## config.mk

```make
export PLATFORM = sky130hd
export DESIGN_NAME = rpap_cordic_stage
export DESIGN_NICKNAME = d
export VERILOG_FILES = /design/src/sv/rotate_point_about_pivot_core_assert.svh /design/src/sv/rpap_pkg.sv /design/src/sv/rpap_cordic_stage.sv
export SDC_FILE = /design/constraint.sdc
export NUM_CORES = 1
export LEC_CHECK = 0
export BUFFER_PORTS_ARGS = -buffer_cell sky130_fd_sc_hd__buf_2
export CAP_MARGIN = 0
export CELL_PAD_IN_SITES_DETAIL_PLACEMENT = 1
export CELL_PAD_IN_SITES_GLOBAL_PLACEMENT = 2
export CORE_ASPECT_RATIO = 1.25
export CORE_MARGIN = 10
export CORE_UTILIZATION = 34
export CTS_BUF_LIST = sky130_fd_sc_hd__clkbuf_8
export CTS_CLUSTER_SIZE = 12
export DETAILED_ROUTE_END_ITERATION = 10
export GPL_TIMING_DRIVEN = 1
export PLACE_DENSITY_LB_ADDON = 0.1
export SYNTH_ARGS = -nofsm -noshare
export SYNTH_HDL_FRONTEND = slang
export SYNTH_SLANG_ARGS = --single-unit
```

## constraint.sdc

```tcl
create_clock -name i_clk -period 5.8 [get_ports i_clk]
set_input_delay 0.29 -clock i_clk [delete_from_list [all_inputs] [get_ports i_clk]]
set_output_delay 0.29 -clock i_clk [all_outputs]
set_load 0.005 [all_outputs]
```

## src/sv/rotate_point_about_pivot_core_assert.svh

```systemverilog
// Assertion macros used by the top level of the rotate-about-pivot RTL.
`ifndef ROTATE_POINT_ABOUT_PIVOT_CORE_ASSERT_SVH
`define ROTATE_POINT_ABOUT_PIVOT_CORE_ASSERT_SVH

// Check that cons holds in the same cycle as ante.
`define RPAP_ASSERT_NOW(label, ante, cons, msg) \
    label: assert property (@(posedge i_clk) disable iff (!i_rst_n) \
        (ante) |-> (cons)) else $error(msg);

// Check that cons holds a fixed number of cycles after ante.
`define RPAP_ASSERT_AFTER(label, ante, dly, cons, msg) \
    label: assert property (@(posedge i_clk) disable iff (!i_rst_n) \
        (ante) |-> ##dly (cons)) else $error(msg);

`endif

```

## src/sv/rpap_pkg.sv

```systemverilog
// Shared types, constants and the arctangent table of the rotate-about-pivot core.
package rpap_pkg;

    localparam int COORD_W      = 24;
    localparam int DIFF_W       = COORD_W + 1;
    localparam int PHASE_W      = 32;
    localparam int GAIN_W       = 32;
    localparam int FRAC_W       = 30;
    localparam int X_W          = 58;
    localparam int Z_W          = 33;
    localparam int CORDIC_STEPS = 24;

    // 1/K in Q2.30, and pi/2 in Q2.30
    localparam logic signed [GAIN_W-1:0] INV_GAIN    = 32'sd652032874;
    localparam logic signed [GAIN_W-1:0] PI_HALF_Q30 = 32'sd1686629713;

    // One CORDIC stage worth of data, travelling with its valid bit
    typedef struct packed {
        logic                      valid;
        logic signed [X_W-1:0]     x;
        logic signed [X_W-1:0]     y;
        logic signed [Z_W-1:0]     z;
        logic signed [COORD_W-1:0] pivot_x;
        logic signed [COORD_W-1:0] pivot_y;
    } t_cordic_bus;

    // atan(2^-step) in Q2.30
    function automatic logic signed [Z_W-1:0] atan_q30(input int step);
        logic signed [Z_W-1:0] a;
        unique case (step)
            0:       a = 33'sd843314856;
            1:       a = 33'sd497837829;
            2:       a = 33'sd263043836;
            3:       a = 33'sd133525158;
            4:       a = 33'sd67021686;
            5:       a = 33'sd33543515;
            6:       a = 33'sd16775850;
            7:       a = 33'sd8388437;
            8:       a = 33'sd4194282;
            9:       a = 33'sd2097149;
            10:      a = 33'sd1048575;
            11:      a = 33'sd524287;
            12:      a = 33'sd262143;
            13:      a = 33'sd131071;
            14:      a = 33'sd65535;
            15:      a = 33'sd32767;
            16:      a = 33'sd16383;
            17:      a = 33'sd8191;
            18:      a = 33'sd4095;
            19:      a = 33'sd2047;
            20:      a = 33'sd1023;
            21:      a = 33'sd511;
            22:      a = 33'sd255;
            23:      a = 33'sd127;
            default: a = '0;
        endcase
        return a;
    endfunction

endpackage

```

## src/sv/rpap_cordic_stage.sv

```systemverilog
// One registered CORDIC micro-rotation step with a fixed shift.
module rpap_cordic_stage #(
    parameter int STEP = 0
) (
    input  logic                 i_clk,
    input  logic                 i_rst_n,
    input  rpap_pkg::t_cordic_bus i_bus,
    output rpap_pkg::t_cordic_bus o_bus
);
    import rpap_pkg::*;

    logic                      r_valid;
    logic signed [X_W-1:0]     r_x, n_x;
    logic signed [X_W-1:0]     r_y, n_y;
    logic signed [Z_W-1:0]     r_z, n_z;
    logic signed [COORD_W-1:0] r_pivot_x;
    logic signed [COORD_W-1:0] r_pivot_y;
    logic signed [X_W-1:0]     w_xs;
    logic signed [X_W-1:0]     w_ys;
    logic signed [Z_W-1:0]     w_atan;

    // Rotate toward zero residual angle
    always_comb begin
        w_xs   = $signed(i_bus.x) >>> STEP;
        w_ys   = $signed(i_bus.y) >>> STEP;
        w_atan = atan_q30(STEP);
        if (!i_bus.z[Z_W-1]) begin
            n_x = i_bus.x - w_ys;
            n_y = i_bus.y + w_xs;
            n_z = i_bus.z - w_atan;
        end else begin
            n_x = i_bus.x + w_ys;
            n_y = i_bus.y - w_xs;
            n_z = i_bus.z + w_atan;
        end
    end

    // Advance the valid bit
    always_ff @(posedge i_clk) begin
        if (!i_rst_n) begin
            r_valid <= 1'b0;
        end else begin
            r_valid <= i_bus.valid;
        end
    end

    // Advance the payload
    always_ff @(posedge i_clk) begin
        r_x       <= n_x;
        r_y       <= n_y;
        r_z       <= n_z;
        r_pivot_x <= i_bus.pivot_x;
        r_pivot_y <= i_bus.pivot_y;
    end

    assign o_bus = '{valid: r_valid, x: r_x, y: r_y, z: r_z,
                     pivot_x: r_pivot_x, pivot_y: r_pivot_y};

endmodule

```

; Word level (Yosys, flattened, before mapping)
; Cells that the tools add are included.
[word_totals]
input_bits = 200
word_cells = 14
output_inout_bits = 198
register_bits = 198
[op_classes]
muxes = 3
add_sub_neg = 5
[op_table]
columns = cell, count
row1 = $mux 58, 2
row2 = $sub 58x58->58, 2
row3 = $add 58x58->58, 1
row4 = $add 33x31->33 const B, 1
row5 = $mux 33, 1
row6 = $sub 33x31->33 const B, 1

; Longest topological paths before layout
; Gate-level depths: netlist (run 1).
[depth]
depth_word = 2
ltp_mapped = 16
mapped_depth_nobuf = 14

; Worst setup path after synthesis (run 1)
; Ideal clock, no wire load.
[synth_timing]
path_kind = input to register
startpoint = input i_bus[80] (netlist name)
endpoint = register r_z[32]
path_stages = 16
n_path_buf = 3
required_ns = 5.743
setup_ns = 0.057
arrival_ns = 3.842
path_slack_ns = 1.901
cell_sequence = clkbuf_1 -> inv_2 -> clkbuf_1 -> clkbuf_1 -> ha_1 -> a21o_1 -> a21o_1 -> a211oi_1 -> o31ai_1 -> a221oi_1 -> o21ai_1 -> and3_1 -> nor2_1 -> o21ai_1 -> a21oi_1 -> a21bo_2
[synth_via]
elab_chain_cells = 2
elab_cells_between_ends = 3
classes_between = add/sub: 2 / mux: 1
[synth_rtl]
columns = item, line_no
row1 = from (decl), rpap_cordic_stage.sv:7  ; input rpap_pkg::t_cordic_bus i_bus,
row2 = $sub 33x31->33 or $add 33x31->33 (tied branches), "rpap_cordic_stage.sv:30, rpap_cordic_stage.sv:34"
row3 = $mux 33 (*), rpap_cordic_stage.sv:27  ; if (!i_bus.z[Z_W-1]) begin
row4 = via n_z[32], rpap_cordic_stage.sv:15  ; logic signed [Z_W-1:0] r_z, n_z;
row5 = to (signal assigned), rpap_cordic_stage.sv:51  ; r_z <= n_z;
row6 = to (decl), rpap_cordic_stage.sv:15
; The timed path passes the listed nets; every way through them passes the cells marked *.
; A chain may end at the register's enable or synchronous reset.

; Final worst setup path (run 1)
[layout_timing]
startpoint = input i_bus[106] (netlist name)
endpoint = register r_y[54]
[layout_via]
elab_chain_cells = 2
elab_cells_between_ends = 3
classes_between = add/sub: 2 / mux: 1
[layout_rtl]
columns = item, line_no
row1 = $add 58x58->58 or $sub 58x58->58 (tied branches), "rpap_cordic_stage.sv:29, rpap_cordic_stage.sv:33"
row2 = $mux 58 (*), rpap_cordic_stage.sv:27
row3 = via n_y[54], rpap_cordic_stage.sv:14  ; logic signed [X_W-1:0] r_y, n_y;
row4 = to (signal assigned), rpap_cordic_stage.sv:50  ; r_y <= n_y;
row5 = to (decl), rpap_cordic_stage.sv:14
; Marks and branches as above.

==> key figures, run 1 <==
Clock tree
  – Post-cts resize count: 0
  – CTS max path bufs: 2
  – H-tree levels: 4
  – CTS tree: done
  – Root buffer cell: clkbuf_8
  – Clock Sinks: slightly below 200
  – Setup bufs post-CTS: 0
  – Total CTS buffers: 17
  – Clock-pin slew on the worst setup and hold paths: between 100 and 150 ps

Worst setup path
  – Critical path peak fanout: 12
  – Arr. time, crit path: 4840 ps
  – Setup CP Type: primary input to register
  – CP Cell Sequence: buf_2 -> inv_1 -> ha_1 -> clkinv_1 -> a21oi_1 -> o31ai_1 -> a221oi_1 -> o2111ai_2 -> a31oi_2 -> nor4_1 -> a211oi_1 -> nor2_1 -> a211oi_1 -> xor2_1
  – Worst Setup SP: i_bus[106]
  – Worst Setup Start Kind: primary input
  – WP buf/inv: 3
  – Critical-path top delay cell: a221oi_1
  – Crit path max-delay family: compound AO/OA/AOI/OAI gates
  – Critical Path Sink Type: register
  – Critical Path Most Common Cell: a211oi_1
  – Req. time, crit path: 6290 ps
  – CP peak stage delay: about 900 ps

Finish
  – Final core occ: 0.4165
  – Area occupied by multi-input gates: 11,050 sq um
  – Net count, final: 2,857
  – Filler cells: 5,883
  – Post-route cell area: ~20,000 sq um
  – Area Growth Syn to Fin: 21.88%
  – Seq. cell area: 3944 sq um
  – Share of layout cells above drive strength 1: 0.2010

Logic synthesis
  – Ys async rst share: 0
  – Cell taking the most area after synthesis: dfxtp_1
  – Yosys warning total: 0
  – Leading cell types by count after synthesis: a21oi_1 (255), ha_1 (213), dfxtp_1 (197), nor2_1 (177), inv_1 (174)
  – Mapped cell area: ~16,000 sq um
  – Seq/Total Area, Yosys: 0.2456
  – Flops & latches, synth: 197
  – Cells after synthesis: between 2,000 and 2,500
  – Synth Net Count: 2,457
  – Ys flop type: dfxtp_1
  – Most frequent cell after synthesis: a21oi_1
  – Synth area leaders: dfxtp_1 (25%), ha_1 (17%), a21oi_1 (7.9%)
  – Yosys cell types: just over 80
  – Post-synth EDFFs: 0
  – Avg Synthesized Cell Area: about 7.9 sq um
  – Post-synth top area share: 0.2456

Placement
  – Dpl cell area: ~19,000 sq um
  – Place WS: 964.4 ps
  – Dpl hpwl: 60.28 mm
  – Port Buffers: 397
  – RD Place Congestion: 0.9287

Route
  – DR WL/cell: 23.81 um
  – Vias per cell: 5.328
  – ANT nets after route: 0
  – Starting DRT DRC Count: 941
  – Vias after detailed routing: 16,521
  – Drt total wl: 73.84 mm
  – Drt pass-1 iters: 5
  – DR DRC count: 0

Timing
  – Fmax: 230.0 MHz
  – Fin. Hold Viols: 0
  – Setup violations, final: 0
  – Rel. slew slack: 0.3080
  – Final Max Tran Viols: 0
  – Slew of the pin with the lowest slew margin: around 1000 ps
  – Min Tclk post-route: 4348 ps
  – Setup TNS: 0 ps
  – RSZ-0062 raised after global routing: no
  – Final WS setup: 1452 ps
  – Final period utilization: 0.7497

Floorplan
  – DIE WIDTH: 214.4 um
  – IO Pins: 398
  – Row cnt: 89
  – Die H: between 200 and 300 um
  – Core area: 46,990 sq um
  – Die area: 56,380 sq um
  – Initial core utilization: 0.3418

Global routing
  – Vias in the first global route: roughly 18,000
  – Largest net degree at the start of global routing: 72
  – Grt peak-use layer: met2
  – Global-route wire length before repair: 110.7 mm
  – Grt ovf: 0
  – Global Route Usage Sum: 0.2526
  – GR Util met3: 0.04130
  – GRT met2 Usage: 0.4594
  – Initial antenna violation count: 12
  – M1 GR Usage: 0.2821

Flow run
  – Max-Cap Viols: 0

Run status
  – Status: finished clean

Power
  – P_leak: 9.228 nW
  – IR drop worst, VDD: between 0.15 and 0.2 mV
  – Pwr Density: 238.7 nW/um^2

Worst hold path
  – HP Start: i_bus[139]
  – Hold crit path type: primary input to register
## where the power goes
| part | switching, mW | internal [mW] |
|---|---|---|
| combinational | 1.22 | 0.762 |
| clock | 0.657 | 0.341 |
| sequential | 0.0803 | 1.61 |
| total | 1.96 | 2.72 |
## flip-flops by register name (all words and copies together) (netlist names)
name,count
r_y,57
r_valid,1
r_pivot_x,24
r_z,33
r_x,58
r_pivot_y,24
## tightest hold or removal path, stage by stage
cell	delay, ps
buf_2	110
ha_1	130
inv_1	30
## area by class of cell
| class | count | share of cell area |
|---|---|---|
| Timing Repair Buffer | 462 | 0.1336 |
| Multi-Input combinational cell | 1574 | 0.5646 |
| Tap cell | 637 | 0.04072 |
| Clock buffer | 17 | 0.01195 |
| Inverter | 188 | 0.03612 |
| Sequential cell | 197 | 0.2015 |
| Clock inverter | 15 | 0.01016 |
| Antenna cell | 11 | 0.001406 |
## placed cells by master (no fill, tap or decap), drive strengths merged, types with 11 or more instances in the layout
cell / count
xor2: 17
ha: 213
nor2b: 29
a211oi: 20
xnor2: 120
nand2b: 12
dfxtp: 197
inv: 188
nor2: 177
nand3: 37
mux2i: 28
a31oi: 14
a21o: 51
nand2: 102
o21a: 23
o211ai: 17
nor3: 44
clkbuf: 17
nor4: 17
o21ai: 151
dlygate4sd3: 55
diode: 11
o21bai: 48
or2: 12
buf: 407
clkinv: 15
o31ai: 24
a21oi: 257
and3: 12
nand4: 26
## path summary, 6_finish.rpt
path,endpoint,slack (ps),cells after the start
setup / recovery,r_y[54]$_DFF_P_,1450,14
hold / removal,r_x[0]$_DFF_P_,40,3
## through the flow
step                      power (mW)  hold WS (ps)  cells
final                          4.672         41.69   3101
after global routing           4.962         37.01   3096
after CTS                      4.729         5.419   3090
after detailed placement       3.669         393.9   3003
after global placement         3.657         392.1   3003
after floorplan                2.800         317.7   2040
## cell families after synthesis
group | after synthesis | share of synthesized area
adder cells (fa/ha/maj) | 217 | 0.1709
AND/OR/NAND/NOR | 496 | 0.1466
multiplexers | 28 | 0.01745
buffers and inverters | 269 | 0.06638
XOR/XNOR | 137 | 0.07471
flip-flops | 197 | 0.2456
AO/OA/AOI/OAI | 696 | 0.2784
## routing by layer
layer,wire [um],up-vias,part of all wire
met4,2772,4,0.038
li1,-,7963,-
met5,34,-,0.00046
met3,2903,124,0.039
met1,30270,7977,0.41
met2,37850,453,0.51
## what timing repair did
item	CTS	global route
endpoints found under the setup margin	0	0
hold buffers	55	0
hold endpoints to repair	54	0
Note: power is estimated with default switching activity, not from simulation.
==> run 2, diff against run 1 <==
--- a/config.mk
+++ b/config.mk
@@ -11,7 +11,7 @@
 export CELL_PAD_IN_SITES_GLOBAL_PLACEMENT = 2
 export CORE_ASPECT_RATIO = 1.25
 export CORE_MARGIN = 10
-export CORE_UTILIZATION = 34
+export CORE_UTILIZATION = 29
 export CTS_BUF_LIST = sky130_fd_sc_hd__clkbuf_8
 export CTS_CLUSTER_SIZE = 12
 export DETAILED_ROUTE_END_ITERATION = 10
==> constraint.sdc (replaced) <==
create_clock -name i_clk -period 3.93 [get_ports i_clk]
set_input_delay 0.1965 -clock i_clk [delete_from_list [all_inputs] [get_ports i_clk]]
set_output_delay 0.1965 -clock i_clk [all_outputs]
set_load 0.005 [all_outputs]
==> key figures, run 2 (same netlist as run 1, synthesis figures left out) <==
Timing
  – Min Tclk post-route: 3809 ps
  – Slew of the pin with the lowest slew margin: 896.2 ps (-141.7 ps)
  – Fin. Hold Viols: 0 (unchanged)
  – Fmax: 262.5 MHz
  – Setup TNS: 0 ps (unchanged)
  – Setup violations, final: 0 (unchanged)
  – Rel. slew slack: 0.4025 (+0.09448)
  – Final period utilization: 0.9692
  – Final Max Tran Viols: 0 (unchanged)
  – RSZ-0062 raised after global routing: no

Worst hold path
  – Hold crit path type: primary input to register
  – Worst Hold Depth: 3 (unchanged)
  – Hold endpoint: r_z[24]$_DFF_P_
  – HP Start: i_bus[72]

Finish
  – Share of layout cells above drive strength 1: 0.2363 (+0.03529)
  – Area occupied by multi-input gates: 11,080 sq um (+0.24%)
  – Filler cells: 6,752 (+15%)
  – Net count, final: 3,007 (+5.3%)
  – Max reg flops: 58 (unchanged)
  – Regs by FF count: r_x: 58 flops, r_y: 57 flops, r_z: 33 flops
  – Reg with most FFs: r_x
  – Area Growth Syn to Fin: 30.26%
  – Most frequent cells in the layout: buf_2 (396), a21oi_1 (255), ha_1 (213), dfxtp_1 (197), nor2_1 (177)
  – Seq. cell area: 3944 sq um (unchanged)
  – Leading cell type in the layout, fill and taps excluded: buf_2
  – Final core occ: 0.3811 (-0.03542)

Global routing
  – Global-route wire length before repair: 116.5 mm (+5.2%)
  – Largest net degree at the start of global routing: 72 (unchanged)
  – Initial antenna violation count: 13 (+1)
  – Vias in the first global route: 18,403 (+4.0%)
  – Global Route Usage Sum: 0.2323 (-0.02030)
  – Grt ovf: 0 (unchanged)

Route
  – Vias after detailed routing: 17,020 (+3.0%)
  – Starting DRT DRC Count: 872 (-7.3%)
  – Drt pass-1 iters: 5 (unchanged)
  – Drt total wl: 77.54 mm (+5.0%)
  – ANT nets after route: 0 (unchanged)
  – Vias per cell: 5.090 (-4.5%)
  – DR DRC count: 0 (unchanged)
  – DR WL/cell: 23.19 um (-2.6%)

Floorplan
  – Row cnt: 96 (+7.9%)
  – DIE WIDTH: 230.5 um (+7.5%)
  – Initial core utilization: 0.2926 (-0.04919)
  – IO Pins: 398 (unchanged)
  – Die H: 283.1 um (+7.6%)
  – Die area: 65,250 sq um (+16%)
  – Core area: 54,890 sq um (+17%)

Worst setup path
  – Setup CP Type: primary input to register
  – Arr. time, crit path: 4290 ps (-550 ps)
  – Critical Path Most Common Cell: buf_4
  – Worst Setup Start Kind: primary input
  – Critical path peak fanout: 5 (-7)
  – CP Cell Sequence: dlygate4sd3_1 -> buf_2 -> inv_1 -> ha_1 -> nor2b_1 -> o31ai_1 -> a31oi_1 -> a21o_1 -> a31oi_2 -> buf_4 -> o31ai_1 -> buf_4 -> a21oi_1 -> nor2b_1 -> o21ai_0 -> o21ai_0 -> buf_4 -> xnor2_1
  – Critical-path top delay cell: dlygate4sd3_1
  – Critical Path Sink Type: register
  – CP peak stage delay: 540 ps (-360 ps)
  – Req. time, crit path: 4410 ps (-1880 ps)

Placement
  – Port Buffers: 397 (unchanged)
  – RD Place Congestion: 0.9165 (-1.3%)
  – Dpl hpwl: 64.95 mm (+7.7%)

Clock tree
  – H-tree levels: 4 (unchanged)
  – Clock Sinks: 197 (unchanged)
  – Clock-pin slew on the worst setup and hold paths: 130 ps (about the same)
  – CTS max path bufs: 2 (unchanged)
  – CTS tree: done
  – Total CTS buffers: 17 (unchanged)
  – Root buffer cell: clkbuf_8

Power
  – P_leak: 9.943 nW (+7.8%)
  – IR drop worst, VDD: 0.1889 mV (+15%)
  – Pwr Density: 342.5 nW/um^2 (+44%)

Run status
  – Status: finished clean

Flow run
  – Max-Cap Viols: 0 (unchanged)
==> run 2: changes by cell type in the layout (fill, tap and decap cells not counted), sizes merged <==
cell	change
buf	+120
clkinv	-2
diode	-5
dlygate4sd3	+30
inv	+2
==> run 2: how the worst max path moves through the flow <==
stage / from / to / slack (ps) / cells after the start
6_report: i_bus[82] / r_y[45]$_DFF_P_ / 120 / 18
5_1_grt: i_bus[139] / r_y[54]$_DFF_P_ / 40 / 15
2_1_floorplan: i_bus[80] / r_z[32]$_DFF_P_ / 120 / 16
3_5_place_dp: i_bus[82] / r_y[45]$_DFF_P_ / 80 / 17
3_3_place_gp: i_bus[82] / r_y[45]$_DFF_P_ / 90 / 17
4_1_cts: i_bus[51] / r_z[31]$_DFF_P_ / 70 / 15
==> run 2: repair_timing <==
item,in CTS,in global routing
hold endpoints to repair,82,0
buffers inserted,0,1
hold buffers,85,0
gates resized for setup,0,3
endpoints found under the setup margin,0,1
==> run 2: critical path: cells and delay by family <==
kind                     cells  cell delay [ps]
buffers and inverters        6             1410
adder cells (fa/ha/maj)      1              330
AND/OR/NAND/NOR              2              250
XOR/XNOR                     1              120
AO/OA/AOI/OAI                8             1980
==> run 2: metrics by stage <==
stage               cell area (sq um)  hold WS (ps)  power, mW  cells  worst slack, ps
floorplan                       16060         224.2      4.132   2040            124.2
global placement                19580         299.1      5.625   3220            89.44
detailed placement              19580         300.5      5.638   3220            83.18
CTS                             20870        0.6248      7.288   3337            69.35
global route                    20910         53.06      7.657   3341            37.02
finish                          20920         56.29      7.165   3344            121.0
==> run 2: area by class of cell <==
class | instances | area share
timing repair buffer | 612 | 0.1824
tap | 735 | 0.04396
multi-input combinational | 1574 | 0.5295
clock buffer | 17 | 0.01118
clock inverter | 15 | 0.009928
sequential | 197 | 0.1885
antenna | 6 | 0.0007177
inverter | 188 | 0.03379
==> run 2: per-layer routing <==
layer / up-vias / wire, um / GRT usage
met2: 457 / 40570 / 0.4331
met1: 8208 / 31100 / 0.2578
li1: 8260 / - / -
met3: 89 / 3823 / 0.04400
met5: - / 34 / 0
met4: 6 / 2019 / 0.07476
==> run 2: report_power, final <==
group,internal [mW],switching (mW)
Combinational,1.30,1.86
Clock,0.510,0.998
Sequential,2.38,0.121
Total,4.19,2.97
==> run 3, diff against run 2 <==
--- a/config.mk
+++ b/config.mk
@@ -7,16 +7,15 @@
 export LEC_CHECK = 0
 export BUFFER_PORTS_ARGS = -buffer_cell sky130_fd_sc_hd__buf_2
 export CAP_MARGIN = 0
-export CELL_PAD_IN_SITES_DETAIL_PLACEMENT = 1
-export CELL_PAD_IN_SITES_GLOBAL_PLACEMENT = 2
 export CORE_ASPECT_RATIO = 1.25
 export CORE_MARGIN = 10
-export CORE_UTILIZATION = 29
+export CORE_UTILIZATION = 51
 export CTS_BUF_LIST = sky130_fd_sc_hd__clkbuf_8
 export CTS_CLUSTER_SIZE = 12
 export DETAILED_ROUTE_END_ITERATION = 10
 export GPL_TIMING_DRIVEN = 1
-export PLACE_DENSITY_LB_ADDON = 0.1
+export PLACE_DENSITY = 0.8
+export RECOVER_POWER = 50
 export SYNTH_ARGS = -nofsm -noshare
 export SYNTH_HDL_FRONTEND = slang
 export SYNTH_SLANG_ARGS = --single-unit
==> key figures, run 3 (same netlist as run 1, synthesis figures left out) <==
Timing
  – Final period utilization: 0.9533 (-0.01591)
  – Fin. Hold Viols: 0 (unchanged)
  – RSZ-0062 raised after global routing: no
  – Setup TNS: 0 ps (unchanged)
  – Rel. slew slack: 0.4450 (+0.04244)
  – Min Tclk post-route: 3746 ps (-62.51 ps)
  – Final Max Tran Viols: 0 (unchanged)
  – Slew of the pin with the lowest slew margin: 832.6 ps (-63.65 ps)
  – Setup violations, final: 0 (unchanged)
  – Fmax: 266.9 MHz (+1.7%)

Finish
  – Share of layout cells above drive strength 1: 0.1657 (-0.07053)
  – Max reg flops: 58 (unchanged)
  – Regs by FF count: r_x: 58 flops, r_y: 57 flops, r_z: 33 flops
  – Net count, final: 2,914 (-3.1%)
  – Area Growth Syn to Fin: 21.53%
  – Leading cell type in the layout, fill and taps excluded: buf_2
  – Reg with most FFs: r_x
  – Most frequent cells in the layout: buf_2 (263), a21oi_1 (255), ha_1 (213), dfxtp_1 (197), nor2_1 (177)
  – Filler-free cell count of the finished design: 2,929 (-12%)

Flow run
  – Max-Cap Viols: 0 (unchanged)

Worst setup path
  – Critical Path Sink Type: register
  – Critical-path top delay cell: dlygate4sd3_1
  – Arr. time, crit path: 4220 ps (-70 ps)
  – Worst Setup Start Kind: primary input
  – Req. time, crit path: 4400 ps (about the same)
  – CP Cell Sequence: dlygate4sd3_1 -> clkbuf_1 -> ha_1 -> fa_1 -> nor2b_1 -> o21ai_1 -> a211oi_2 -> nor4b_4 -> o2111ai_2 -> a31oi_2 -> nor4_1 -> nand2b_1 -> a211o_1 -> a21oi_1 -> xor2_1
  – CP peak stage delay: 540 ps (about the same)
  – WP buf/inv: 2 (-4)
  – Critical path depth: 15 (-3)
  – Crit path max-delay family: compound AO/OA/AOI/OAI gates
  – Setup CP Type: primary input to register
  – Critical path peak fanout: 4 (-1)

Global routing
  – Global Route Usage Sum: 0.3401 (+0.1079)
  – Global-route wire length before repair: 102.5 mm (-12%)
  – Initial antenna violation count: 18 (+5)
  – Vias in the first global route: 17,512 (-4.8%)
  – Grt ovf: 0 (unchanged)
  – Largest net degree at the start of global routing: 72 (unchanged)

Route
  – Starting DRT DRC Count: 1,604 (+84%)
  – Vias after detailed routing: 17,347 (+1.9%)
  – Drt pass-1 iters: 6 (+1)
  – Vias per cell: 5.922 (+16%)
  – DR DRC count: 0 (unchanged)
  – DR WL/cell: 23.60 um (+1.8%)
  – ANT nets after route: 0 (unchanged)
  – Drt total wl: 69.12 mm (-11%)

Floorplan
  – Initial core utilization: 0.5182 (+0.2257)
  – IO Pins: 398 (unchanged)
  – Core area: 30,990 sq um (-44%)
  – Die area: 39,030 sq um (-40%)
  – Die H: 218.4 um (-23%)
  – Row cnt: 72 (-25%)
  – DIE WIDTH: 178.7 um (-22%)

Placement
  – Port Buffers: 397 (unchanged)
  – Dpl hpwl: 56.96 mm (-12%)
  – RD Place Congestion: 1.060 (+16%)
  – Inst Count DP: 2,830 (-12%)

Clock tree
  – Post-cts resize count: 0 (unchanged)
  – Clock Sinks: 197 (unchanged)
  – H-tree levels: 4 (unchanged)
  – Root buffer cell: clkbuf_8
  – Total CTS buffers: 17 (unchanged)
  – CTS max path bufs: 2 (unchanged)
  – Clock-pin slew on the worst setup and hold paths: 120 ps (about the same)
  – CTS tree: done

Power
  – P_leak: 9.125 nW (-8.2%)
  – Pwr Density: 350.8 nW/um^2 (+2.4%)
  – IR drop worst, VDD: 0.2153 mV (+14%)

Worst hold path
  – Worst Hold Depth: 4 (+1)
  – Hold crit path type: primary input to register

Run status
  – Status: finished clean
## run 3: changes by cell type in the layout (fill, tap and decap cells not counted), moves of 3 or more
cell	before	now
dlygate4sd3_1	85	55
clkinv_8	6	3
clkbuf_1	0	132
buf_2	396	263
buf_4	131	68
diode_2	6	12
## run 3: path summary, 6_finish.rpt
check             startpoint               to
setup / recovery  i_bus[139]  r_x[50]$_DFF_P_
hold / removal     i_bus[81]   r_x[0]$_DFF_P_
## run 3: through the flow
step / worst slack, ps / instance area (sq um) / hold slack (ps) / power (mW) / util
6_report: 183.6 / 19520 / 28.77 / 6.848 / 0.6298
5_1_grt: 30.08 / 19510 / 24.35 / 7.177 / 0.6295
4_1_cts: 301.4 / 19660 / 2.456 / 6.871 / 0.6342
3_5_place_dp: 42.58 / 18700 / 300.8 / 5.436 / 0.6035
3_3_place_gp: 19.50 / 18700 / 298.6 / 5.427 / 0.6035
2_1_floorplan: 124.2 / 16060 / 224.2 / 4.132 / -
## run 3: repair_timing
action,4_1_cts,5_1_grt
setup endpoints to repair,0,0
hold buffers,55,0
buffers inserted,0,0
hold endpoints to repair,54,0
## run 3: where the power goes
group / switching (mW) / internal, mW
Combinational: 1.79 / 1.13
Sequential: 0.152 / 2.38
Clock: 0.895 / 0.497
## run 3: cell type report
class / count / area [sq um]
sequential: 197 / 3944
antenna: 12 / 30.03
clock buffer: 18 / 247.7
fill: 2891 / 11470
tap: 407 / 509.2
clock inverter: 14 / 153.9
inverter: 188 / 706.9
multi-input combinational: 1574 / 11050
timing repair buffer: 519 / 2877
## run 3: metal layers
layer	global-route usage	up-vias	part of all wire
met1	0.3476	8008	0.35
met4	0.2178	6	0.068
met5	0	-	0.00067
met3	0.08798	240	0.090
met2	0.6023	984	0.49
li1	-	8109	-
